<file path="src/hw/rtl/sorted_linked_list_engine_unit_defines.svh">
// ----------------------------------------------------------------------------
// Sorted linked list engine: assertion macros
// Shared property wrappers for the engine's concurrent checks.
// ----------------------------------------------------------------------------
`ifndef SORTED_LINKED_LIST_ENGINE_UNIT_DEFINES_SVH
`define SORTED_LINKED_LIST_ENGINE_UNIT_DEFINES_SVH

// same-cycle implication, disabled in reset
`define SLL_ASSERT_IMP(label, clk, rst, ante, cons, msg) \
   label: assert property (@(posedge clk) disable iff (rst) (ante) |-> (cons)) \
      else $error(msg);

// next-cycle implication, disabled in reset
`define SLL_ASSERT_NXT(label, clk, rst, ante, cons, msg) \
   label: assert property (@(posedge clk) disable iff (rst) (ante) |=> (cons)) \
      else $error(msg);

`endif

</file>
<file path="src/hw/rtl/sll_pkg.sv">
// ----------------------------------------------------------------------------
// Sorted linked list engine: package
// Sizes, command and status codes, controller states and helpers.
// ----------------------------------------------------------------------------
`default_nettype none

package sll_pkg;

   localparam int CAPACITY  = 16;
   localparam int ADDR_W    = (CAPACITY > 1) ? $clog2(CAPACITY) : 1;
   localparam int IDX_W     = $clog2(CAPACITY + 1);
   localparam int VALUE_W   = 32;
   localparam int COUNT_W   = 5;
   localparam int CNT_EXT_W = (IDX_W > COUNT_W) ? IDX_W : COUNT_W;

   localparam logic [IDX_W-1:0] NIL_IDX = IDX_W'(CAPACITY);

   typedef enum logic [1:0] {
      CMD_INSERT = 2'd0,
      CMD_FIRST  = 2'd1,
      CMD_NEXT   = 2'd2,
      CMD_REMOVE = 2'd3
   } command_type;

   typedef enum logic [1:0] {
      STS_OK    = 2'd0,
      STS_END   = 2'd1,
      STS_FULL  = 2'd2,
      STS_NOCUR = 2'd3
   } status_type;

   typedef enum logic [1:0] {
      CUR_NONE = 2'd0,
      CUR_ON   = 2'd1,
      CUR_BACK = 2'd2
   } cur_state_type;

   typedef enum logic [3:0] {
      ST_IDLE,
      ST_INS_ALLOC,
      ST_WALK,
      ST_LINK,
      ST_LINK2,
      ST_RD_FIRST,
      ST_NXT_LINK,
      ST_NXT_VAL,
      ST_RM_RD,
      ST_RM_FIX,
      ST_FINISH
   } state_type;

   // entry count as reported on the result word
   function automatic logic [COUNT_W-1:0] count_out(input logic [IDX_W-1:0] c);
      logic [CNT_EXT_W-1:0] ext;
      ext = CNT_EXT_W'(c);
      return ext[COUNT_W-1:0];
   endfunction

endpackage

`default_nettype wire

</file>
<file path="src/hw/rtl/sll_ram.sv">
// ----------------------------------------------------------------------------
// Sorted linked list engine: generic RAM
// One write port, one read port, read data registered.
// ----------------------------------------------------------------------------
`default_nettype none

module sll_ram #(
   parameter int WIDTH = 32,
   parameter int DEPTH = 16,
   localparam int AW = (DEPTH > 1) ? $clog2(DEPTH) : 1
) (
   input  wire logic             clock,
   input  wire logic             wr_en,
   input  wire logic [AW-1:0]    wr_addr,
   input  wire logic [WIDTH-1:0] wr_data,
   input  wire logic [AW-1:0]    rd_addr,
   output logic      [WIDTH-1:0] rd_data
);

   logic [WIDTH-1:0] mem_ff [DEPTH];

   always_ff @(posedge clock) begin
      if (wr_en) begin
         mem_ff[wr_addr] <= wr_data;
      end
      rd_data <= mem_ff[rd_addr];
   end

endmodule

`default_nettype wire

</file>
<file path="src/hw/rtl/sorted_linked_list_engine_unit.sv">
// ----------------------------------------------------------------------------
// Sorted linked list engine
// Linked list of signed words in a node RAM with a free chain; commands
// insert (front or sorted), first, next and remove under the cursor.
// ----------------------------------------------------------------------------
//  channel  dir  handshake            payload
//  req      in   req_valid/req_ready  command, value
//  rsp      out  rsp_valid/rsp_ready  status, read_value, entry_count
//  csr      in   csr_valid/csr_ready  sorted_mode
//
//  One command at a time, accept to next accept. A sorted insert walks the
//  list, one node RAM read per step. The result register frees the
//  controller: a new command is taken while the previous result waits.
//  Synchronous reset; the link RAM needs no clearing pass (per-entry valid
//  bits give the initial free chain).
// ----------------------------------------------------------------------------
`default_nettype none
`include "sorted_linked_list_engine_unit_defines.svh"

module sorted_linked_list_engine_unit (
   input  wire logic                               clock,
   input  wire logic                               reset,
   input  wire logic                               req_valid,
   output logic                                    req_ready,
   input  wire logic [1:0]                         req_command,
   input  wire logic signed [sll_pkg::VALUE_W-1:0] req_value,
   output logic                                    rsp_valid,
   input  wire logic                               rsp_ready,
   output logic [1:0]                              rsp_status,
   output logic signed [sll_pkg::VALUE_W-1:0]      rsp_read_value,
   output logic [sll_pkg::COUNT_W-1:0]             rsp_entry_count,
   input  wire logic                               csr_valid,
   output logic                                    csr_ready,
   input  wire logic                               csr_sorted_mode
);

   sll_pkg::state_type     state_ff, state_in;
   sll_pkg::cur_state_type cstate_ff, cstate_in;
   sll_pkg::status_type    res_status_ff, res_status_in;

   logic                               sorted_ff;
   logic signed [sll_pkg::VALUE_W-1:0] val_ff, val_in;
   logic [sll_pkg::IDX_W-1:0]          node_ff, node_in;
   logic [sll_pkg::IDX_W-1:0]          cur_ff, cur_in;
   logic [sll_pkg::IDX_W-1:0]          pred_ff, pred_in;
   logic [sll_pkg::IDX_W-1:0]          nx_ff, nx_in;
   logic [sll_pkg::IDX_W-1:0]          list_head_ff, list_head_in;
   logic [sll_pkg::IDX_W-1:0]          free_head_ff, free_head_in;
   logic [sll_pkg::IDX_W-1:0]          cursor_ff, cursor_in;
   logic [sll_pkg::IDX_W-1:0]          prior_ff, prior_in;
   logic [sll_pkg::IDX_W-1:0]          count_ff, count_in;
   logic signed [sll_pkg::VALUE_W-1:0] res_value_ff, res_value_in;

   logic                               rsp_valid_ff, rsp_valid_in;
   logic [1:0]                         rsp_status_ff, rsp_status_in;
   logic signed [sll_pkg::VALUE_W-1:0] rsp_value_ff, rsp_value_in;
   logic [sll_pkg::COUNT_W-1:0]        rsp_count_ff, rsp_count_in;

   // node RAM access
   logic [sll_pkg::IDX_W-1:0]          rd_idx;
   logic [sll_pkg::ADDR_W-1:0]         rd_addr_ff;
   logic                               lnk_we;
   logic [sll_pkg::IDX_W-1:0]          lnk_widx;
   logic [sll_pkg::IDX_W-1:0]          lnk_wdata;
   logic                               val_we;
   logic [sll_pkg::IDX_W-1:0]          lnk_q;
   logic [sll_pkg::VALUE_W-1:0]        val_q;
   logic signed [sll_pkg::VALUE_W-1:0] val_rd;
   logic [sll_pkg::IDX_W-1:0]          link_rd;
   logic [sll_pkg::CAPACITY-1:0]       lvld_ff;

   sll_ram #(.WIDTH(sll_pkg::IDX_W), .DEPTH(sll_pkg::CAPACITY)) u_link_ram (
      .clock   (clock),
      .wr_en   (lnk_we),
      .wr_addr (lnk_widx[sll_pkg::ADDR_W-1:0]),
      .wr_data (lnk_wdata),
      .rd_addr (rd_idx[sll_pkg::ADDR_W-1:0]),
      .rd_data (lnk_q)
   );

   sll_ram #(.WIDTH(sll_pkg::VALUE_W), .DEPTH(sll_pkg::CAPACITY)) u_value_ram (
      .clock   (clock),
      .wr_en   (val_we),
      .wr_addr (node_ff[sll_pkg::ADDR_W-1:0]),
      .wr_data (val_ff),
      .rd_addr (rd_idx[sll_pkg::ADDR_W-1:0]),
      .rd_data (val_q)
   );

   // a link entry never written still holds its initial free-chain successor
   assign link_rd = lvld_ff[rd_addr_ff] ? lnk_q :
                    (sll_pkg::IDX_W'(rd_addr_ff) + sll_pkg::IDX_W'(1));
   assign val_rd  = $signed(val_q);

   assign req_ready       = (state_ff == sll_pkg::ST_IDLE);
   assign csr_ready       = 1'b1;
   assign rsp_valid       = rsp_valid_ff;
   assign rsp_status      = rsp_status_ff;
   assign rsp_read_value  = rsp_value_ff;
   assign rsp_entry_count = rsp_count_ff;

   always_ff @(posedge clock) begin
      if (reset) begin
         state_ff      <= sll_pkg::ST_IDLE;
         cstate_ff     <= sll_pkg::CUR_NONE;
         sorted_ff     <= 1'b0;
         list_head_ff  <= sll_pkg::NIL_IDX;
         free_head_ff  <= '0;
         cursor_ff     <= sll_pkg::NIL_IDX;
         prior_ff      <= sll_pkg::NIL_IDX;
         count_ff      <= '0;
         rsp_valid_ff  <= 1'b0;
         lvld_ff       <= '0;
      end else begin
         state_ff      <= state_in;
         cstate_ff     <= cstate_in;
         list_head_ff  <= list_head_in;
         free_head_ff  <= free_head_in;
         cursor_ff     <= cursor_in;
         prior_ff      <= prior_in;
         count_ff      <= count_in;
         rsp_valid_ff  <= rsp_valid_in;
         if (csr_valid && csr_ready) begin
            sorted_ff <= csr_sorted_mode;
         end
         if (lnk_we) begin
            lvld_ff[lnk_widx[sll_pkg::ADDR_W-1:0]] <= 1'b1;
         end
      end
   end

   always_ff @(posedge clock) begin
      val_ff        <= val_in;
      node_ff       <= node_in;
      cur_ff        <= cur_in;
      pred_ff       <= pred_in;
      nx_ff         <= nx_in;
      res_status_ff <= res_status_in;
      res_value_ff  <= res_value_in;
      rsp_status_ff <= rsp_status_in;
      rsp_value_ff  <= rsp_value_in;
      rsp_count_ff  <= rsp_count_in;
      rd_addr_ff    <= rd_idx[sll_pkg::ADDR_W-1:0];
   end

   always_comb begin
      state_in      = state_ff;
      cstate_in     = cstate_ff;
      val_in        = val_ff;
      node_in       = node_ff;
      cur_in        = cur_ff;
      pred_in       = pred_ff;
      nx_in         = nx_ff;
      list_head_in  = list_head_ff;
      free_head_in  = free_head_ff;
      cursor_in     = cursor_ff;
      prior_in      = prior_ff;
      count_in      = count_ff;
      res_status_in = res_status_ff;
      res_value_in  = res_value_ff;
      rsp_valid_in  = rsp_valid_ff && !rsp_ready;
      rsp_status_in = rsp_status_ff;
      rsp_value_in  = rsp_value_ff;
      rsp_count_in  = rsp_count_ff;
      rd_idx        = '0;
      lnk_we        = 1'b0;
      lnk_widx      = node_ff;
      lnk_wdata     = nx_ff;
      val_we        = 1'b0;

      case (state_ff)
         sll_pkg::ST_IDLE: begin
            if (req_valid) begin
               val_in        = req_value;
               res_status_in = sll_pkg::STS_OK;
               res_value_in  = '0;
               case (sll_pkg::command_type'(req_command))
                  sll_pkg::CMD_INSERT: begin
                     if (free_head_ff == sll_pkg::NIL_IDX) begin
                        res_status_in = sll_pkg::STS_FULL;
                        state_in      = sll_pkg::ST_FINISH;
                     end else begin
                        rd_idx   = free_head_ff;
                        node_in  = free_head_ff;
                        state_in = sll_pkg::ST_INS_ALLOC;
                     end
                  end
                  sll_pkg::CMD_FIRST: begin
                     if (list_head_ff == sll_pkg::NIL_IDX) begin
                        res_status_in = sll_pkg::STS_END;
                        state_in      = sll_pkg::ST_FINISH;
                     end else begin
                        rd_idx   = list_head_ff;
                        cur_in   = list_head_ff;
                        state_in = sll_pkg::ST_RD_FIRST;
                     end
                  end
                  sll_pkg::CMD_NEXT: begin
                     if (cstate_ff == sll_pkg::CUR_NONE) begin
                        res_status_in = sll_pkg::STS_NOCUR;
                        state_in      = sll_pkg::ST_FINISH;
                     end else if (cursor_ff == sll_pkg::NIL_IDX) begin
                        // stepped back before the first entry
                        if (list_head_ff == sll_pkg::NIL_IDX) begin
                           res_status_in = sll_pkg::STS_END;
                           state_in      = sll_pkg::ST_FINISH;
                        end else begin
                           rd_idx   = list_head_ff;
                           cur_in   = list_head_ff;
                           state_in = sll_pkg::ST_NXT_VAL;
                        end
                     end else begin
                        rd_idx   = cursor_ff;
                        state_in = sll_pkg::ST_NXT_LINK;
                     end
                  end
                  sll_pkg::CMD_REMOVE: begin
                     if (cstate_ff != sll_pkg::CUR_ON || cursor_ff == sll_pkg::NIL_IDX) begin
                        res_status_in = sll_pkg::STS_NOCUR;
                        state_in      = sll_pkg::ST_FINISH;
                     end else begin
                        rd_idx   = cursor_ff;
                        state_in = sll_pkg::ST_RM_RD;
                     end
                  end
                  default: begin
                     state_in = sll_pkg::ST_FINISH;
                  end
               endcase
            end
         end

         sll_pkg::ST_INS_ALLOC: begin
            free_head_in = link_rd;
            val_we       = 1'b1;
            pred_in      = sll_pkg::NIL_IDX;
            if (!sorted_ff || list_head_ff == sll_pkg::NIL_IDX) begin
               nx_in    = list_head_ff;
               state_in = sll_pkg::ST_LINK;
            end else begin
               rd_idx   = list_head_ff;
               cur_in   = list_head_ff;
               state_in = sll_pkg::ST_WALK;
            end
         end

         // one list node per cycle: data of cur_ff arrives, next read issued
         sll_pkg::ST_WALK: begin
            if (val_ff < val_rd) begin
               nx_in    = cur_ff;
               state_in = sll_pkg::ST_LINK;
            end else begin
               pred_in = cur_ff;
               if (link_rd == sll_pkg::NIL_IDX) begin
                  nx_in    = sll_pkg::NIL_IDX;
                  state_in = sll_pkg::ST_LINK;
               end else begin
                  rd_idx = link_rd;
                  cur_in = link_rd;
               end
            end
         end

         sll_pkg::ST_LINK: begin
            lnk_we    = 1'b1;
            lnk_widx  = node_ff;
            lnk_wdata = nx_ff;
            count_in  = count_ff + sll_pkg::IDX_W'(1);
            cstate_in = sll_pkg::CUR_NONE;
            if (pred_ff == sll_pkg::NIL_IDX) begin
               list_head_in = node_ff;
               state_in     = sll_pkg::ST_FINISH;
            end else begin
               state_in = sll_pkg::ST_LINK2;
            end
         end

         sll_pkg::ST_LINK2: begin
            lnk_we    = 1'b1;
            lnk_widx  = pred_ff;
            lnk_wdata = node_ff;
            state_in  = sll_pkg::ST_FINISH;
         end

         sll_pkg::ST_RD_FIRST: begin
            res_value_in = val_rd;
            prior_in     = sll_pkg::NIL_IDX;
            cursor_in    = cur_ff;
            cstate_in    = sll_pkg::CUR_ON;
            state_in     = sll_pkg::ST_FINISH;
         end

         sll_pkg::ST_NXT_LINK: begin
            if (link_rd == sll_pkg::NIL_IDX) begin
               res_status_in = sll_pkg::STS_END;
               state_in      = sll_pkg::ST_FINISH;
            end else begin
               rd_idx   = link_rd;
               cur_in   = link_rd;
               state_in = sll_pkg::ST_NXT_VAL;
            end
         end

         sll_pkg::ST_NXT_VAL: begin
            res_value_in = val_rd;
            prior_in     = cursor_ff;
            cursor_in    = cur_ff;
            cstate_in    = sll_pkg::CUR_ON;
            state_in     = sll_pkg::ST_FINISH;
         end

         // removed node goes to the front of the free chain
         sll_pkg::ST_RM_RD: begin
            res_value_in = val_rd;
            lnk_we       = 1'b1;
            lnk_widx     = cursor_ff;
            lnk_wdata    = free_head_ff;
            free_head_in = cursor_ff;
            cursor_in    = prior_ff;
            cstate_in    = sll_pkg::CUR_BACK;
            if (count_ff != '0) begin
               count_in = count_ff - sll_pkg::IDX_W'(1);
            end
            if (prior_ff == sll_pkg::NIL_IDX) begin
               list_head_in = link_rd;
               state_in     = sll_pkg::ST_FINISH;
            end else begin
               nx_in    = link_rd;
               state_in = sll_pkg::ST_RM_FIX;
            end
         end

         sll_pkg::ST_RM_FIX: begin
            lnk_we    = 1'b1;
            lnk_widx  = prior_ff;
            lnk_wdata = nx_ff;
            state_in  = sll_pkg::ST_FINISH;
         end

         sll_pkg::ST_FINISH: begin
            if (!rsp_valid_ff || rsp_ready) begin
               rsp_valid_in  = 1'b1;
               rsp_status_in = res_status_ff;
               rsp_value_in  = res_value_ff;
               rsp_count_in  = sll_pkg::count_out(count_ff);
               state_in      = sll_pkg::ST_IDLE;
            end
         end

         default: begin
            state_in = sll_pkg::ST_IDLE;
         end
      endcase
   end

   `SLL_ASSERT_IMP(a_count_range, clock, reset, 1'b1,
      count_ff <= sll_pkg::NIL_IDX, "entry count above capacity")
   `SLL_ASSERT_IMP(a_full_free, clock, reset, state_ff == sll_pkg::ST_IDLE,
      (free_head_ff == sll_pkg::NIL_IDX) == (count_ff == sll_pkg::NIL_IDX),
      "free chain and count disagree")
   `SLL_ASSERT_IMP(a_empty_head, clock, reset, state_ff == sll_pkg::ST_IDLE,
      (list_head_ff == sll_pkg::NIL_IDX) == (count_ff == '0),
      "list head and count disagree")
   `SLL_ASSERT_IMP(a_cursor_on, clock, reset, cstate_ff == sll_pkg::CUR_ON,
      cursor_ff != sll_pkg::NIL_IDX, "cursor on entry but null")
   `SLL_ASSERT_IMP(a_zero_on_err, clock, reset,
      rsp_valid_ff && rsp_status_ff != sll_pkg::STS_OK,
      rsp_value_ff == '0, "nonzero value on error status")

endmodule

`default_nettype wire
</file>
<file path="config.mk">
export PLATFORM = sky130hd
export DESIGN_NAME = sorted_linked_list_engine_unit
export DESIGN_NICKNAME = d
export VERILOG_FILES = /design/src/hw/rtl/sll_pkg.sv /design/src/hw/rtl/sll_ram.sv /design/src/hw/rtl/sorted_linked_list_engine_unit.sv
export VERILOG_INCLUDE_DIRS = /design/src /design/src/hw/rtl
export SDC_FILE = /design/constraint.sdc
export NUM_CORES = 1
export LEC_CHECK = 0
export ABC_AREA = 1
export ABC_CLOCK_PERIOD_IN_PS = 4400
export BUFFER_PORTS_ARGS = -buffer_cell sky130_fd_sc_hd__buf_2
export CAP_MARGIN = 10
export CORE_ASPECT_RATIO = 1.75
export CORE_UTILIZATION = 45
export DETAILED_ROUTE_END_ITERATION = 10
export RECOVER_POWER = 100
export SLEW_MARGIN = 20
export SYNTH_ARGS = -nofsm -noshare
export SYNTH_HDL_FRONTEND = slang
export SYNTH_SLANG_ARGS = --single-unit
</file>
<file path="constraint.sdc">
create_clock -name clock -period 4.4 [get_ports clock]
set_input_delay 0.88 -clock clock [delete_from_list [all_inputs] [get_ports clock]]
set_output_delay 0.88 -clock clock [all_outputs]
set_load 0.05 [all_outputs]
</file>
==> qor.yml, run 1 <==
status: "finished, violations left"
violations: "capacitance limit, slew limit"
area_enclosed_by_the_die_boundary_mm2: 0.0801
period_share_pct: 90.3
synthCells: 3425
grt.total_usage_pct: 24.5
fin_setup_tns_ns: 0
clock_sink_count: 807
p_per_area_mw_per_mm2: 620
ys_async_sr_fraction_pct: 0
setup_repair_after_global_routing_missed_its_margin: "no"
timing.critical_path.to_type: "flop"
final_number_of_max_transition_violations: 341
power.ir.vdd_worst_v: 0.000407
initial_utilization_pct: 45.7
design.core.area_mm2: 0.0777
synth-warning-count: 0
max-clock-path-buffers: 3
syn_area_mm2: 0.0355
hold_viol_final: 0
part_of_the_yosys_area_used_for_sequential_elements_pct: 65.7
worst-slew-pin-transition_ns: 2.76
route.detailed.wl_per_inst_um: 21.3
nNetsFinal: 3561
port_buffers: 80
p_leak_nw: 16.3
post_synth_num_cell_types: 48
ctsRootBufferMaster: "sky130_fd_sc_hd__clkbuf_16"
globalplace.congestion: 0.940
cts_resized: 0
max_slew_margin_pct: -84.0
route.final.wire_length_um: 97500
drtPass1Iterations: 6
postCtsHoldBufs: 0
vias_in_the_first_global_route: 24500
cts_setup_buffers: 0
max_freq_ghz: 0.252
family_of_cells_with_the_greatest_summed_delay_on_the_critical_path: "simple AND/OR/NAND/NOR gates"
grt_first_pass_wirelength_um: 148000
htree_levels: 3
boundaryPins: 82
timing.critical_path.from_type: "flop"
cp_max_fo: 17
fp-row-count: 135
edff_count_synth: 717
die_w_um: 214
drv_cap: 13
path_class_of_the_lowest_slack_min_delay_path: "in -> reg"
dpl_worst_slack_ns: 0.816
area.growth.synth_to_final_pct: 11.7
filler_cell_count: 7004
post_route_cells_drive_above_1_share_pct: 6.23
crit_path_max_incr_delay_ns: 1.82
overall_power_of_the_completed_layout_mw: 24.6
globalRoute.totalOverflow: 0
synth.net_count: 3501
dp_hpwl_um: 57100
ordered_list_of_cells_on_the_worst_path: "inv_1 -> nor2_1 -> nand2_1 -> inv_1 -> nand3_1 -> nor2_1 -> buf_12"
period_needed_ns: 3.97
synth_top_flop_cell: "sky130_fd_sc_hd__edfxtp_1"
cts_buffers: 76
synth_area_per_cell_um2: 10.4
finalSetupViolations: 0
violation_count_after_the_first_detailed_routing_iteration: 2142
timing.critical_path.buf_inv: 3
grt_start_max_net_pins: 115
grt_antenna_before_repair: 0
cp.required_ns: 4.73
worstSetupPathType: "reg -> reg"
ys_ff_latch: 807
ant_nets: 0
worst_slack_ns: 0.427
route.detailed.vias_per_inst: 5.44
critical-path-slowest-cell: "sky130_fd_sc_hd__nor2_1"
vias: 24900
worst_clock_skew_ns: 0.0167
die_h_um: 374
cts.reportedPaths.clkPinSlew_ns: 0.06
tritoncts: "built"
worst_skew_pair.late_latency_ns: 0.65
cp_data_arrival_time_ns: 4.30
remaining_drc_errors: 0
[cells by family (layout without fill, tap and decap cells)]
| kind of cell | after synthesis | after routing | share of synthesized area (%) |
|---|---|---|---|
| AO/OA/AOI/OAI | 132 | 132 | 2.25 |
| XOR/XNOR | 6 | 6 | 0.148 |
| adder cells (fa/ha/maj) | 36 | 36 | 1.29 |
| buffers and inverters | 921 | 1041 | 10.2 |
| flip-flops | 807 | 807 | 65.7 |
| other | 1 | 2 | 0.0106 |
| AND/OR/NAND/NOR | 1522 | 1522 | 20.4 |
[through the flow]
stage          hold slack, ns  area, um^2  cells  util (%)
2_1_floorplan           0.400       35500   3425         -
3_3_place_gp            0.401       37600   4434      48.3
3_5_place_dp            0.405       37600   4434      48.3
4_1_cts                 0.372       40000   4572      51.5
5_1_grt                 0.386       39600   4572      51.0
6_report                0.410       39600   4573      51.0
[worst paths after layout]
path | depth (start not counted) | start | to | slack (ns)
setup reg to reg | 7 | state_ff[0] | u_value_ram.mem_ff[10][0] | 0.43
hold reg to reg | 0 | res_value_ff[25] | rsp_read_value[25] | 0.42
setup / recovery | 7 | state_ff[0] | u_value_ram.mem_ff[10][0] | 0.43
hold / removal | 1 | req_value[25] | val_ff[25] | 0.41
[state kept, by name, indices dropped and copies added (netlist names), 2 cells and up]
register / count
lvld_ff: 16
u_value_ram.mem_ff: 512
u_link_ram.mem_ff: 80
free_head_ff: 5
val_ff: 32
rd_addr_ff: 4
res_status_ff: 2
rsp_entry_count: 5
rsp_status: 2
rsp_read_value: 32
u_value_ram.rd_data: 32
cur_ff: 5
count_ff: 5
node_ff: 5
list_head_ff: 5
nx_ff: 5
res_value_ff: 32
prior_ff: 5
pred_ff: 5
u_link_ram.rd_data: 5
cursor_ff: 5
cstate_ff: 2
state_ff: 4
[report_power, final]
| part | total [mW] | switching, mW | internal [mW] |
|---|---|---|---|
| Combinational | 7.71 | 5.54 | 2.17 |
| Clock | 6.60 | 2.88 | 3.72 |
| Sequential | 10.3 | 0.473 | 9.82 |
| Total | 24.6 | 8.89 | 15.7 |
[metal layers]
| metal | wire length, um | global-route usage, % |
|---|---|---|
| met1 | 36600 | 28.6 |
| met5 | 0 | 0 |
| met3 | 4910 | 2.81 |
| met2 | 51200 | 44.2 |
| met4 | 4860 | 12.5 |
[worst register-to-register path, cell delays in order (launching register included)]
cell and delay, ns:
sky130_fd_sc_hd__dfxtp_1 0.36, sky130_fd_sc_hd__inv_1 0.10, sky130_fd_sc_hd__nor2_1 0.14, sky130_fd_sc_hd__nand2_1 0.17
sky130_fd_sc_hd__inv_1 0.38, sky130_fd_sc_hd__nand3_1 0.37, sky130_fd_sc_hd__nor2_1 1.82, sky130_fd_sc_hd__buf_12 0.28
[placed cells by master (no fill, tap or decap), drive strengths merged, types with 26 or more instances in the layout]
cell	synthesis	layout
inv	720	720
edfxtp	717	717
nand3	545	545
nand2	482	482
nand4	301	301
clkbuf	66	209
nor2	184	184
dfxtp	90	90
buf	134	75
a21oi	49	49
o21ai	38	38
ha	35	35
clkinv	1	26
[layout make-up]
type                       instances  area (um^2)  share of cell area, %
clock buffer                     103         2110                   5.31
timing repair buffer             182         1210                   3.06
multi-input combinational       1697         8660                   21.9
tap                             1027         1280                   3.24
antenna                            1         2.50                0.00631
sequential                       807        23300                   58.8
inverter                         721         2710                   6.84
clock inverter                    35          333                  0.839
[cell usage after synthesis, types with 11 or more instances]
cell type	instances	share of area [%]
sky130_fd_sc_hd__edfxtp_1	717	61
sky130_fd_sc_hd__inv_1	713	7.5
sky130_fd_sc_hd__nand3_1	544	7.7
sky130_fd_sc_hd__nand2_1	479	5.1
sky130_fd_sc_hd__nand4_1	300	5.3
sky130_fd_sc_hd__nor2_1	180	1.9
sky130_fd_sc_hd__buf_2	102	1.4
sky130_fd_sc_hd__dfxtp_1	90	5.1
sky130_fd_sc_hd__clkbuf_1	66	0.70
sky130_fd_sc_hd__a21oi_1	48	0.68
sky130_fd_sc_hd__ha_1	35	1.2
sky130_fd_sc_hd__o21ai_0	26	0.37
sky130_fd_sc_hd__buf_1	25	0.26
sky130_fd_sc_hd__o21ai_1	11	0.16
Power figures use the tool's default switching activity.
==> inputs of run 2 (changes only) <==
--- a/config.mk
+++ b/config.mk
@@ -7,7 +7,7 @@
 export NUM_CORES = 1
 export LEC_CHECK = 0
 export ABC_AREA = 1
-export ABC_CLOCK_PERIOD_IN_PS = 4400
+export ABC_CLOCK_PERIOD_IN_PS = 4500
 export BUFFER_PORTS_ARGS = -buffer_cell sky130_fd_sc_hd__buf_2
 export CAP_MARGIN = 10
 export CORE_ASPECT_RATIO = 1.75
==> constraint.sdc (replaced) <==
create_clock -name clock -period 4.5 [get_ports clock]
set_input_delay 0.9 -clock clock [delete_from_list [all_inputs] [get_ports clock]]
set_output_delay 0.9 -clock clock [all_outputs]
set_load 0.05 [all_outputs]
==> run 2 against run 1 <==
Against the previous run: the run still ends with capacitance limit, slew limit left; register-to-register slack got worse by 0.12 ns; combinational power fell by 3.0%; fmax fell by 5.2%; critical path depth is the same; via count fell by 0.37%; clock skew rose by 0.0082 ns; critical endpoint is now u_value_ram.mem_ff[1][16]; largest power group unchanged; highest routed layer unchanged.
==> qor.yml, run 2 (same netlist as run 1, synthesis figures left out) <==
cp_data_arrival_time_ns: 4.52  # +0.22 ns
grt_antenna_before_repair: 0  # unchanged
nNetsFinal: 3550  # -0.31%
hold_viol_final: 0  # unchanged
filler_cell_count: 7107  # +1.5%
drtPass1Iterations: 5  # -1
ant_nets: 0  # unchanged
critical-path-slowest-cell: "sky130_fd_sc_hd__nor2_1"
status: "finished, violations left"
design.core.area_mm2: 0.0777  # unchanged
p_leak_nw: 16.4  # +0.53%
fin_setup_tns_ns: 0  # unchanged
seq_power_share_pct: 41.8  # about the same
cts_setup_buffers: 0  # unchanged
placed_area_mm2: 0.0375  # about the same
final-instance-count-excl-fill: 4564  # -0.20%
setup_repair_after_global_routing_missed_its_margin: "no"
boundaryPins: 82  # unchanged
ordered_list_of_cells_on_the_worst_path: "inv_1 -> nor2_1 -> nand2_1 -> inv_1 -> nand3_1 -> nor2_1 -> buf_4"
worst_clock_skew_ns: 0.0249  # +0.00824 ns
drv_cap: 13  # unchanged
period_share_pct: 93.1  # +2.8 points
max_freq_ghz: 0.239  # -5.2%
post-place-cells: 4422  # -0.27%
remaining_drc_errors: 0  # unchanged
clockPowerShare_pct: 27.4  # +0.6 points
crit_path_max_incr_delay_ns: 1.94  # +0.12 ns
largest_register_ffs: 512  # unchanged
portion_of_total_power_attributed_to_combinational_logic_pct: 30.9  # -0.5 points
final_number_of_max_transition_violations: 257  # -25%
clock_sink_count: 807  # unchanged
htree_levels: 3  # unchanged
max_slew_margin_pct: -95.0  # -11 points
p_int_mw: 15.5  # -1.0%
p_per_area_mw_per_mm2: 610  # -1.6%
power.ir.vdd_worst_v: 0.000478  # +17%
largest-register: "u_value_ram.mem_ff"
route.detailed.vias_per_inst: 5.43  # -0.18%
globalplace.congestion: 0.928  # -1.3%
grt.total_usage_pct: 24.5  # about the same
num_antenna_cells: 0  # -1
family_of_cells_with_the_greatest_summed_delay_on_the_critical_path: "simple AND/OR/NAND/NOR gates"
multiInputGateArea_mm2: 0.00862  # -0.55%
postCtsHoldBufs: 0  # unchanged
dp_hpwl_um: 57200  # +0.15%
globalRoute.totalOverflow: 0  # unchanged
rrSetupSlack_ns: 0.31  # -0.12 ns
grt_start_max_net_pins: 137  # +19%
path_class_of_the_lowest_slack_min_delay_path: "reg -> reg"
post_route_cells_drive_above_1_share_pct: 6.50  # +0.27 points
finalSetupViolations: 0  # unchanged
p_sw_mw: 8.72  # -2.0%
period_needed_ns: 4.19  # +0.217 ns
violation_count_after_the_first_detailed_routing_iteration: 1964  # -8.3%
area_enclosed_by_the_die_boundary_mm2: 0.0801  # unchanged
worstSetupPathType: "reg -> reg"
ctsRootBufferMaster: "sky130_fd_sc_hd__clkbuf_16"
die_h_um: 374  # unchanged
finalHoldWorstSlack_ns: 0.411  # +0.000676 ns
layout.cells.most_common_list: "717 x sky130_fd_sc_hd__edfxtp_1, 715 x sky130_fd_sc_hd__inv_1, 544 x sky130_fd_sc_hd__nand3_1"
route.final.wire_length_um: 97700  # +0.18%
tritoncts: "built"
vias: 24800  # -0.37%
max-clock-path-buffers: 3  # unchanged
layout_commonest_cell: "sky130_fd_sc_hd__edfxtp_1"
violations: "capacitance limit, slew limit"
area.growth.synth_to_final_pct: 12.0
layout_top_registers: "u_value_ram.mem_ff (512), u_link_ram.mem_ff (80)"
worst_skew_pair.late_latency_ns: 0.66  # about the same
netSwitchingFraction_pct: 35.9  # -0.22 points
cp_max_fo: 15  # -2
fin_area_mm2: 0.0397  # +0.23%
timing.critical_path.buf_inv: 3  # unchanged
vias_in_the_first_global_route: 24600  # +0.31%
initial_utilization_pct: 45.7  # unchanged
cts_resized: 0  # unchanged
dpl_worst_slack_ns: 0.751  # -0.0644 ns
die_w_um: 214  # unchanged
grt_first_pass_wirelength_um: 148000  # +0.16%
worst_slack_ns: 0.310  # -0.117 ns
layout.area.seq_mm2: 0.0233  # unchanged
route.detailed.wl_per_inst_um: 21.4  # +0.38%
cp.required_ns: 4.83  # +0.10 ns
worst-slew-pin-transition_ns: 2.93  # +0.165 ns
timing.critical_path.to_type: "flop"
cts.reportedPaths.clkPinSlew_ns: 0.06  # about the same
timing.critical_path.from_type: "flop"
port_buffers: 80  # unchanged
cts_buffers: 77  # +1.3%
fp-row-count: 135  # unchanged
run 2: changes by cell type in the layout (fill, tap and decap cells not counted), sizes merged, moves of 2 or more:
| cell | before | now |
|---|---|---|
| clkbuf | 209 | 193 |
| buf | 75 | 79 |
| clkinv | 26 | 29 |
| inv | 720 | 722 |
run 2: worst paths after layout:
path	from	to	depth (start not counted)
worst max-delay path	state_ff[0]	u_value_ram.mem_ff[1][16]	7
worst min-delay path	res_value_ff[10]	rsp_read_value[10]	0
worst min register to register	res_value_ff[10]	rsp_read_value[10]	0
worst max register to register	state_ff[0]	u_value_ram.mem_ff[1][16]	7
run 2: area by class of cell:
cell class | instances | share of cell area, %
tap | 1027 | 3.23
timing repair buffer | 170 | 3.09
inverter | 721 | 6.83
clock inverter | 40 | 1.01
clock buffer | 102 | 5.44
multi-input combinational | 1697 | 21.7
sequential | 807 | 58.7
run 2: stage by stage:
stage	power, mW	utilization (%)
after global routing	25.5	51.1
final	24.3	51.1
after global placement	17.9	48.3
after floorplan	15.0	-
after CTS	24.5	51.6
after detailed placement	17.9	48.3
run 2: power by group through the flow:
stage | Combinational [mW] | Clock [mW] | Sequential (mW)
after floorplan | 4.80 | 0 | 10.2
after global placement | 7.61 | 0 | 10.2
after detailed placement | 7.64 | 0 | 10.3
after CTS | 7.68 | 6.76 | 10.1
after global routing | 8.27 | 7.01 | 10.2
final | 7.48 | 6.64 | 10.1
run 2: metal layers:
layer / wire [um] / vias to the layer above / share of wire (%) / global-route usage (%)
met5: 0 / - / 0 / 0
met1: 36900 / 12100 / 38 / 28.1
met4: 4210 / 0 / 4.3 / 12.5
li1: - / 11700 / - / -
met2: 51800 / 797 / 53 / 44.1
met3: 4770 / 215 / 4.9 / 3.44
